### config.mk
export PLATFORM = sky130hd
export DESIGN_NAME = triangle_oscillator_retarget
export DESIGN_NICKNAME = d
export VERILOG_FILES = /design/src/sv/tosc_pkg.sv /design/src/sv/tosc_div.sv /design/src/sv/triangle_oscillator_retarget.sv
export SDC_FILE = /design/constraint.sdc
export NUM_CORES = 2
export LEC_CHECK = 0
export CORE_ASPECT_RATIO = 0.7
export CORE_MARGIN = 1.5
export CORE_UTILIZATION = 35
export DETAILED_ROUTE_END_ITERATION = 10
export DONT_BUFFER_PORTS = 1
export GPL_TIMING_DRIVEN = 0
export SYNTH_ARGS = -nofsm -noshare
export SYNTH_HDL_FRONTEND = slang
export SYNTH_HIERARCHICAL = 1
export SYNTH_SLANG_ARGS = --single-unit
### constraint.sdc
create_clock -name clk_i -period 16 [get_ports clk_i]
set_clock_uncertainty 0.15 [all_clocks]
set_input_delay 1.6 -clock clk_i [delete_from_list [all_inputs] [get_ports clk_i]]
set_output_delay 1.6 -clock clk_i [all_outputs]
set_load 0.05 [all_outputs]
### src/sv/tosc_pkg.sv
// Shared constants, types and helper functions for the triangle oscillator.
package tosc_pkg;

  localparam int DW                  = 32;
  localparam int FRAC_BITS_DEF       = 8;
  localparam int MAX_PHASE_STEPS_DEF = 8388608;
  localparam int SHIFT_W             = 5;

  // Request type carried by an input item.
  localparam logic REQ_TICK = 1'b0;
  localparam logic REQ_SET  = 1'b1;

  // Handshake status of the shared divider.
  typedef struct packed {
    logic busy;
    logic done;
  } div_sts_t;

  // Value shift from max_value: s = ceil log2 (capped at 30), shift = 30 - s - 1, floor 0.
  function automatic logic [SHIFT_W-1:0] shift_for(input logic [30:0] mv);
    logic [SHIFT_W-1:0] s;
    logic [SHIFT_W-1:0] r;
    s = '0;
    for (int k = 0; k < 30; k++) begin
      if ({1'b0, mv} > (32'd1 << k)) begin
        s = s + SHIFT_W'(1);
      end
    end
    r = SHIFT_W'(30) - s;
    if (mv == '0) begin
      return '0;
    end
    return (r >= SHIFT_W'(1)) ? r - SHIFT_W'(1) : '0;
  endfunction

endpackage

### src/sv/tosc_div.sv
// Radix-2 restoring signed divider, one quotient bit per cycle, truncating.
module tosc_div (
  input  logic                            clk_i,
  input  logic                            rst_ni,
  input  logic                            start_i,
  input  logic signed [tosc_pkg::DW-1:0]  a_i,
  input  logic signed [tosc_pkg::DW-1:0]  b_i,
  output logic signed [tosc_pkg::DW-1:0]  q_o,
  output tosc_pkg::div_sts_t              sts_o
);
  import tosc_pkg::*;

  localparam int CW = $clog2(DW);

  logic          busy_q;
  logic          done_q;
  logic [CW-1:0] cnt_q;
  logic [DW-1:0] quo_q;
  logic [DW-1:0] rem_q;
  logic [DW-1:0] den_q;
  logic          neg_q;
  logic          zero_q;

  logic [DW:0]   trial;
  logic          fits;
  logic [DW:0]   diff;
  logic [DW-1:0] a_abs;
  logic [DW-1:0] b_abs;

  assign trial = {rem_q, quo_q[DW-1]};
  assign fits  = trial >= {1'b0, den_q};
  assign diff  = trial - {1'b0, den_q};
  assign a_abs = a_i[DW-1] ? DW'(-a_i) : DW'(a_i);
  assign b_abs = b_i[DW-1] ? DW'(-b_i) : DW'(b_i);

  always_ff @(posedge clk_i or negedge rst_ni) begin
    if (!rst_ni) begin
      busy_q <= 1'b0;
      done_q <= 1'b0;
      cnt_q  <= '0;
    end else begin
      done_q <= 1'b0;
      if (start_i) begin
        busy_q <= 1'b1;
        cnt_q  <= '0;
      end else if (busy_q) begin
        cnt_q <= cnt_q + CW'(1);
        if (cnt_q == CW'(DW - 1)) begin
          busy_q <= 1'b0;
          done_q <= 1'b1;
        end
      end
    end
  end

  always_ff @(posedge clk_i) begin
    if (start_i) begin
      quo_q  <= a_abs;
      rem_q  <= '0;
      den_q  <= b_abs;
      neg_q  <= a_i[DW-1] ^ b_i[DW-1];
      zero_q <= (b_i == '0);
    end else if (busy_q) begin
      rem_q <= fits ? diff[DW-1:0] : trial[DW-1:0];
      quo_q <= {quo_q[DW-2:0], fits};
    end
  end

  assign q_o        = zero_q ? '0 : (neg_q ? -$signed(quo_q) : $signed(quo_q));
  assign sts_o.busy = busy_q;
  assign sts_o.done = done_q;

endmodule

### src/sv/triangle_oscillator_retarget.sv
// Top level of the four-phase fixed-point triangle oscillator with retargeting.
//
//  channel  | direction | handshake             | payload
//  ---------+-----------+-----------------------+-------------------------------
//  in       | in        | in_valid_i/in_ready_o | req_type_i, delta_i, steps_i
//  out      | out       | out_valid_o/out_ready_i | level_o
//  cfg      | in        | cfg_we_i (no wait)    | cfg_wdata_i (max_value)
//
// A tick item updates the oscillator state, then the output register loads.
// A set item spends most of its time in up to three waits on the shared radix-2
// divider (32 quotient bits each), plus three steps on the shared multiplier.
// An unchanged or zero-length set item goes from the set state straight to output.
// Reset clears the oscillator state and the value shift; a max_value write clears
// the state and reloads the shift. A result waiting on out_ready_i holds the block in its output state.
module triangle_oscillator_retarget #(
  parameter int FRAC_BITS       = tosc_pkg::FRAC_BITS_DEF,
  parameter int MAX_PHASE_STEPS = tosc_pkg::MAX_PHASE_STEPS_DEF
) (
  input  logic               clk_i,
  input  logic               rst_ni,
  input  logic               in_valid_i,
  output logic               in_ready_o,
  input  logic               req_type_i,
  input  logic signed [30:0] delta_i,
  input  logic        [23:0] steps_i,
  output logic               out_valid_o,
  input  logic               out_ready_i,
  output logic signed [30:0] level_o,
  input  logic               cfg_we_i,
  input  logic        [30:0] cfg_wdata_i
);
  import tosc_pkg::*;

  localparam logic signed [DW-1:0] HALF_LSB = DW'(1) << (FRAC_BITS - 1);
  localparam logic        [23:0]   MAX_N    = 24'(MAX_PHASE_STEPS);

  // Sequencer states, one-hot.
  typedef enum logic [8:0] {
    ST_IDLE     = 9'b000000001,
    ST_SET      = 9'b000000010,
    ST_DIV_POS  = 9'b000000100,
    ST_MUL_POS  = 9'b000001000,
    ST_DIV_INC  = 9'b000010000,
    ST_DIV_BIAS = 9'b000100000,
    ST_MUL_BIAS = 9'b001000000,
    ST_MUL_VAL  = 9'b010000000,
    ST_OUT      = 9'b100000000
  } state_e;

  state_e state_q, state_d;

  // Architectural oscillator state.
  logic [SHIFT_W-1:0]   shift_q;
  logic signed [DW-1:0] amp_q;
  logic        [23:0]   len_q;
  logic signed [DW-1:0] val_q;
  logic signed [DW-1:0] inc_q;
  logic signed [DW-1:0] bias_q;
  logic        [1:0]    phase_q;
  logic signed [DW-1:0] pos_q;

  // Set-item working registers.
  logic signed [DW-1:0] d_q;
  logic        [23:0]   n_q;
  logic signed [DW-1:0] wk_q;      // quotient t, then halved bias quotient
  logic signed [DW-1:0] pos_w_q;
  logic signed [DW-1:0] inc_w_q;
  logic signed [DW-1:0] bias_w_q;

  logic               out_valid_q;
  logic signed [30:0] level_q;

  // Shared units.
  logic                 div_start;
  logic signed [DW-1:0] div_a, div_b, div_q;
  div_sts_t             div_sts;
  logic signed [DW-1:0] mul_a, mul_b, mul_p;

  logic signed [DW-1:0] n32, len32, unscaled, d_in, sum_out, lvl, q_half;
  logic                 set_clear, set_same, unscaled_nz, out_free, tick_go;
  logic        [23:0]   n_in;

  assign n32         = {8'b0, n_q};
  assign len32       = {8'b0, len_q};
  assign unscaled    = d_q >>> shift_q;
  assign unscaled_nz = (unscaled != '0);
  assign set_clear   = (n_q == '0);
  assign set_same    = (n_q == len_q) && (d_q == amp_q);
  assign out_free    = !out_valid_q || out_ready_i;
  assign d_in        = DW'($signed({delta_i[30], delta_i})) <<< shift_q;
  assign n_in        = (steps_i > MAX_N) ? MAX_N : steps_i;
  assign tick_go     = pos_q < (len32 - DW'(1));
  // sdiv by 2 truncates toward zero
  assign q_half      = $signed(div_q + DW'(div_q[DW-1])) >>> 1;
  assign sum_out     = val_q + bias_q;
  assign lvl         = sum_out >>> shift_q;

  tosc_div u_div (
    .clk_i  (clk_i),
    .rst_ni (rst_ni),
    .start_i(div_start),
    .a_i    (div_a),
    .b_i    (div_b),
    .q_o    (div_q),
    .sts_o  (div_sts)
  );

  // Divider requests: position rescale, increment, rounding-bias quotient.
  always_comb begin
    div_start = 1'b0;
    div_a     = d_q;
    div_b     = n32;
    unique case (state_q)
      ST_SET: begin
        if (!set_clear && !set_same) begin
          div_start = 1'b1;
          if (len_q != '0) begin
            div_a = (pos_q <<< FRAC_BITS) + HALF_LSB;
            div_b = len32;
          end
        end
      end
      ST_MUL_POS: div_start = 1'b1;
      ST_DIV_INC: begin
        if (div_sts.done && unscaled_nz) begin
          div_start = 1'b1;
          div_a     = n32 <<< FRAC_BITS;
          div_b     = unscaled;
        end
      end
      default: ;
    endcase
  end

  // Shared multiplier operands; low 32 bits only.
  always_comb begin
    mul_a = '0;
    mul_b = '0;
    unique case (state_q)
      ST_MUL_POS: begin
        mul_a = wk_q;
        mul_b = n32;
      end
      ST_MUL_BIAS: begin
        mul_a = wk_q;
        mul_b = inc_w_q >>> FRAC_BITS;
      end
      ST_MUL_VAL: begin
        mul_a = phase_q[1] ? -inc_w_q : inc_w_q;
        mul_b = phase_q[0] ? (n32 - pos_w_q) : pos_w_q;
      end
      default: ;
    endcase
  end
  assign mul_p = mul_a * mul_b;

  always_comb begin
    state_d = state_q;
    unique case (state_q)
      ST_IDLE:     if (in_valid_i) state_d = (req_type_i == REQ_SET) ? ST_SET : ST_OUT;
      ST_SET: begin
        if (set_clear || set_same) state_d = ST_OUT;
        else if (len_q != '0)      state_d = ST_DIV_POS;
        else                       state_d = ST_DIV_INC;
      end
      ST_DIV_POS:  if (div_sts.done) state_d = ST_MUL_POS;
      ST_MUL_POS:  state_d = ST_DIV_INC;
      ST_DIV_INC:  if (div_sts.done) state_d = unscaled_nz ? ST_DIV_BIAS : ST_MUL_VAL;
      ST_DIV_BIAS: if (div_sts.done) state_d = ST_MUL_BIAS;
      ST_MUL_BIAS: state_d = ST_MUL_VAL;
      ST_MUL_VAL:  state_d = ST_OUT;
      ST_OUT:      if (out_free) state_d = ST_IDLE;
      default:     state_d = ST_IDLE;
    endcase
  end

  // Control and oscillator state.
  always_ff @(posedge clk_i or negedge rst_ni) begin
    if (!rst_ni) begin
      state_q     <= ST_IDLE;
      out_valid_q <= 1'b0;
      shift_q     <= '0;
      amp_q       <= '0;
      len_q       <= '0;
      val_q       <= '0;
      inc_q       <= '0;
      bias_q      <= '0;
      phase_q     <= '0;
      pos_q       <= '0;
    end else begin
      state_q <= state_d;
      if (state_q == ST_OUT && out_free) begin
        out_valid_q <= 1'b1;
      end else if (out_ready_i) begin
        out_valid_q <= 1'b0;
      end

      if (cfg_we_i) begin
        // new max_value restarts the oscillator
        shift_q <= shift_for(cfg_wdata_i);
        amp_q   <= '0;
        len_q   <= '0;
        val_q   <= '0;
        inc_q   <= '0;
        bias_q  <= '0;
        phase_q <= '0;
        pos_q   <= '0;
      end else begin
        unique case (state_q)
          ST_IDLE: begin
            if (in_valid_i && (req_type_i == REQ_TICK) && len_q != '0) begin
              if (tick_go) begin
                val_q <= val_q + inc_q;
                pos_q <= pos_q + DW'(1);
              end else begin
                // phase boundary: snap to the phase's start value
                phase_q <= phase_q + 2'd1;
                pos_q   <= '0;
                unique case (phase_q + 2'd1)
                  2'd0: val_q <= '0;
                  2'd1: begin
                    val_q <= amp_q;
                    inc_q <= -inc_q;
                  end
                  2'd2: val_q <= '0;
                  default: begin
                    val_q <= -amp_q;
                    inc_q <= -inc_q;
                  end
                endcase
              end
            end
          end
          ST_SET: begin
            if (set_clear) begin
              // zero length clears everything but the rounding bias
              amp_q   <= '0;
              len_q   <= '0;
              val_q   <= '0;
              inc_q   <= '0;
              phase_q <= '0;
              pos_q   <= '0;
            end
          end
          ST_MUL_VAL: begin
            amp_q  <= d_q;
            len_q  <= n_q;
            val_q  <= mul_p;
            inc_q  <= (phase_q == 2'd1 || phase_q == 2'd2) ? -inc_w_q : inc_w_q;
            bias_q <= bias_w_q;
            pos_q  <= pos_w_q;
          end
          default: ;
        endcase
      end
    end
  end

  // Set-item working registers and output payload.
  always_ff @(posedge clk_i) begin
    unique case (state_q)
      ST_IDLE: begin
        d_q <= d_in;
        n_q <= n_in;
      end
      ST_SET:      pos_w_q <= '0;
      ST_DIV_POS:  if (div_sts.done) wk_q <= div_q;
      ST_MUL_POS:  pos_w_q <= mul_p >>> FRAC_BITS;
      ST_DIV_INC: begin
        if (div_sts.done) begin
          inc_w_q <= div_q;
          if (!unscaled_nz) bias_w_q <= '0;
        end
      end
      ST_DIV_BIAS: if (div_sts.done) wk_q <= q_half;
      ST_MUL_BIAS: bias_w_q <= mul_p;
      ST_OUT:      if (out_free) level_q <= lvl[30:0];
      default: ;
    endcase
  end

  assign in_ready_o  = (state_q == ST_IDLE);
  assign out_valid_o = out_valid_q;
  assign level_o     = level_q;

  // The divider is only started when it is free.
  a_div_free: assert property (@(posedge clk_i) disable iff (!rst_ni)
    div_start |-> !div_sts.busy)
    else $error("divider started while busy");

  // A quotient only arrives while the sequencer waits for one.
  a_div_done: assert property (@(posedge clk_i) disable iff (!rst_ni)
    div_sts.done |-> (state_q == ST_DIV_POS || state_q == ST_DIV_INC ||
                      state_q == ST_DIV_BIAS))
    else $error("divider result with no consumer");

  // A max_value write leaves the oscillator cleared.
  a_cfg_clear: assert property (@(posedge clk_i) disable iff (!rst_ni)
    cfg_we_i |=> (len_q == '0 && bias_q == '0 && phase_q == '0 && val_q == '0))
    else $error("state not cleared by max_value write");

  // A set item always occupies the sequencer past the accept cycle.
  a_set_busy: assert property (@(posedge clk_i) disable iff (!rst_ni)
    (in_valid_i && in_ready_o && (req_type_i == REQ_SET)) |=> !in_ready_o)
    else $error("set item did not occupy the sequencer");

endmodule

==> results.tsv <==
stage	metric	value	unit
status	outcome	finished, violations left	
status	failing checks	capacitance limit, slew limit, setup timing	
final_layout	Final Net Count	8103	
setup_path	Worst path most repeated cell	ha_1	
timing	total negative slack	-1.88	ns
setup_path	Startpoint Class	primary input	
setup_path	worst endpoint required time	16.38	ns
final_layout	Layout Area Growth over Synthesis	9.75	%
setup_path	Setup CP Type	primary input to register	
floorplanning	chip height	349	µm
clock_network	Clock Tree Buf Depth	3	
routing	DRC Markers	0	
clock_network	CTS sink count	513	
pwr	Peak VDD IR	119	µV
clock_network	Skew-Pair Late Insertion Delay	0.66	ns
placed_design	gp weighted congestion	1.02	
timing	RSZ-0062 raised after global routing	yes	
clock_network	cts hold-fix bufs	0	
placed_design	port buffer count	0	
timing	fin crit period	16.48	ns
job	MaxCap Viol Count	2	
final_layout	Final Instance Count excl. Fillers	9541	
timing	Slew @ Worst Pin	1.52	ns
timing	fin crit share	1.03	
floorplanning	Core ar.	169000	µm²
timing	final hold vios	0	
floorplanning	Cell Rows	126	
clock_network	Num CTS Buffers	53	
routing	router iterations before antenna repair	8	
pwr	P_sw	4.18	mW
setup_path	Max Fanout on Critical Path	10	
clock_network	clock root buffer	clkbuf_16	
synth	Mapped Nets	7980	
synth	Yosys warnings	6	
final_layout	Fill cells	17200	
final_layout	share of cells above drive strength 1	0.0608	
setup_path	Top delay family on crit path	adder cells	
routing	DR WL/cell	25.8	µm
clock_network	CTS tree	built	
setup_path	Slowest-stage cell, CP	a221oi_4	
routing	Post-DRT Antenna Nets	0	
clock_network	clock slew at reported path FFs	0.07	ns
routing	vias post-DR	56200	
pwr	Power Density	125	nW/µm²
pwr	Gate power share	0.536	
global_routing	initial antenna violation count	11	
synth	Synth Instances	7129	
setup_path	CP Data Arrival Time	16.86	ns
placed_design	dpl hpwl	198	mm
global_routing	largest net degree at the start of global routing	209	
routing	Routed WL	246	mm
routing	Detailed Route Iter0 Violations	7985	
floorplanning	chip width	497	µm
setup_path	element type at the critical path end	register	
global_routing	total global routing track utilization	0.276	
pwr	leakage	28.4	nW
setup_path	slowest stage delay, CP	0.40	ns
final_layout	most frequent cells in the layout	1072 x nand2_1, 763 x inv_1, 553 x nor2_1	
timing	Hold Slack	0.341	ns
worst_hold_path	Hold Path Class	register to register	
timing	max-slew violation count	11	
synth	mean post-synth cell area	8.39	µm²
routing	DR vias/cell	5.89	
synth	Mapped Area	59800	µm²
pwr	Pint	4.02	mW
global_routing	number of global-route vias before repair	51900	
pwr	Switching Share	0.510	
floorplanning	Starting Density	0.354	
timing	max_slew headroom	-0.0227	
global_routing	Overflow after GRT	0	
pwr	sequential share of power	0.296	
timing	# setup viols final	5	
global_routing	first-pass GRT wire length	358	mm
clock_network	CTS H-tree depth	2	
placed_design	Placed Instances	9377	
floorplanning	die area	173000	µm²
final_layout	commonest non-fill, non-tap cell in the layout	nand2_1	
setup_path	Crit path buffers/inverters	7	
timing	Achievable Freq	0.0607	GHz
pwr	clock power share	0.168	
floorplanning	boundary pin count	125	
timing	worst setup margin	-0.481	ns
==> power groups by stage <==
stage,combinational (mW),clock (mW),sequential [mW]
2_1_floorplan,2.87,0,2.08
3_3_place_gp,4.10,0,2.41
3_5_place_dp,4.15,0,2.40
4_1_cts,4.20,1.39,2.38
5_1_grt,4.69,1.44,2.42
6_report,4.39,1.38,2.43
==> per-stage QoR <==
| step | setup slack, ns | cell area, µm² | util | power (mW) |
|---|---|---|---|---|
| floorplan | -0.0871 | 59900 | - | 4.95 |
| global route | -1.30 | 65600 | 0.388 | 8.55 |
| CTS | -0.143 | 65400 | 0.387 | 7.96 |
| global placement | -2.02 | 62700 | 0.371 | 6.51 |
| finish | -0.481 | 65600 | 0.388 | 8.20 |
| detailed placement | -2.43 | 62900 | 0.372 | 6.55 |
==> worst reg2reg max path: cells and delay by family (launching register included) <==
kind,cells,cell delay (ns)
AOI/OAI and AO/OA,14,4.41
and+or+nand+nor,3,0.44
DFF,1,0.61
buffers and inverters,5,0.29
xor gates and xnor gates,20,4.23
adders and majority gates,9,4.60
==> per-layer routing <==
layer	GRT usage	up-vias	wire length, µm
li1	-	24600	-
met1	0.435	28000	117000
met2	0.345	3256	89100
met3	0.108	281	36100
met4	0.0455	8	4290
met5	0	-	49
==> what timing repair did <==
action / in CTS / in global routing
buffers inserted: 54 / 8
gates resized for setup: 41 / 28
endpoints found under the setup margin: 5 / 5
pin swaps: 57 / 46
==> area by class of cell <==
| class | count | area, µm² | area share |
|---|---|---|---|
| Antenna cell | 4 | 10.0 | 0.000153 |
| Buffer | 382 | 1510 | 0.0230 |
| Clock buffer | 64 | 1440 | 0.0220 |
| Clock inverter | 36 | 413 | 0.00629 |
| Inverter | 776 | 2920 | 0.0444 |
| Multi-Input combinational cell | 5457 | 41900 | 0.639 |
| Sequential cell | 513 | 14000 | 0.214 |
| Tap cell | 2240 | 2800 | 0.0427 |
| Timing Repair Buffer | 69 | 576 | 0.00877 |
==> worst paths after layout <==
kind | start | endpoint | slack [ns] | cells after the start
max | cfg_wdata_i[23] | shift_q[4] | -0.48 | 85
min | u_div/rem_q[27] | u_div/rem_q[27] | 0.34 | 2
max reg2reg | n_q[1] | val_q[31] | 1.14 | 51
min reg2reg | u_div/rem_q[27] | u_div/rem_q[27] | 0.34 | 2
max in group asynchronous | rst_ni | u_div/cnt_q[3] | 14.70 | 0
min in group asynchronous | rst_ni | bias_q[4] | 0.52 | 0
(Power assumes the default switching activity.)
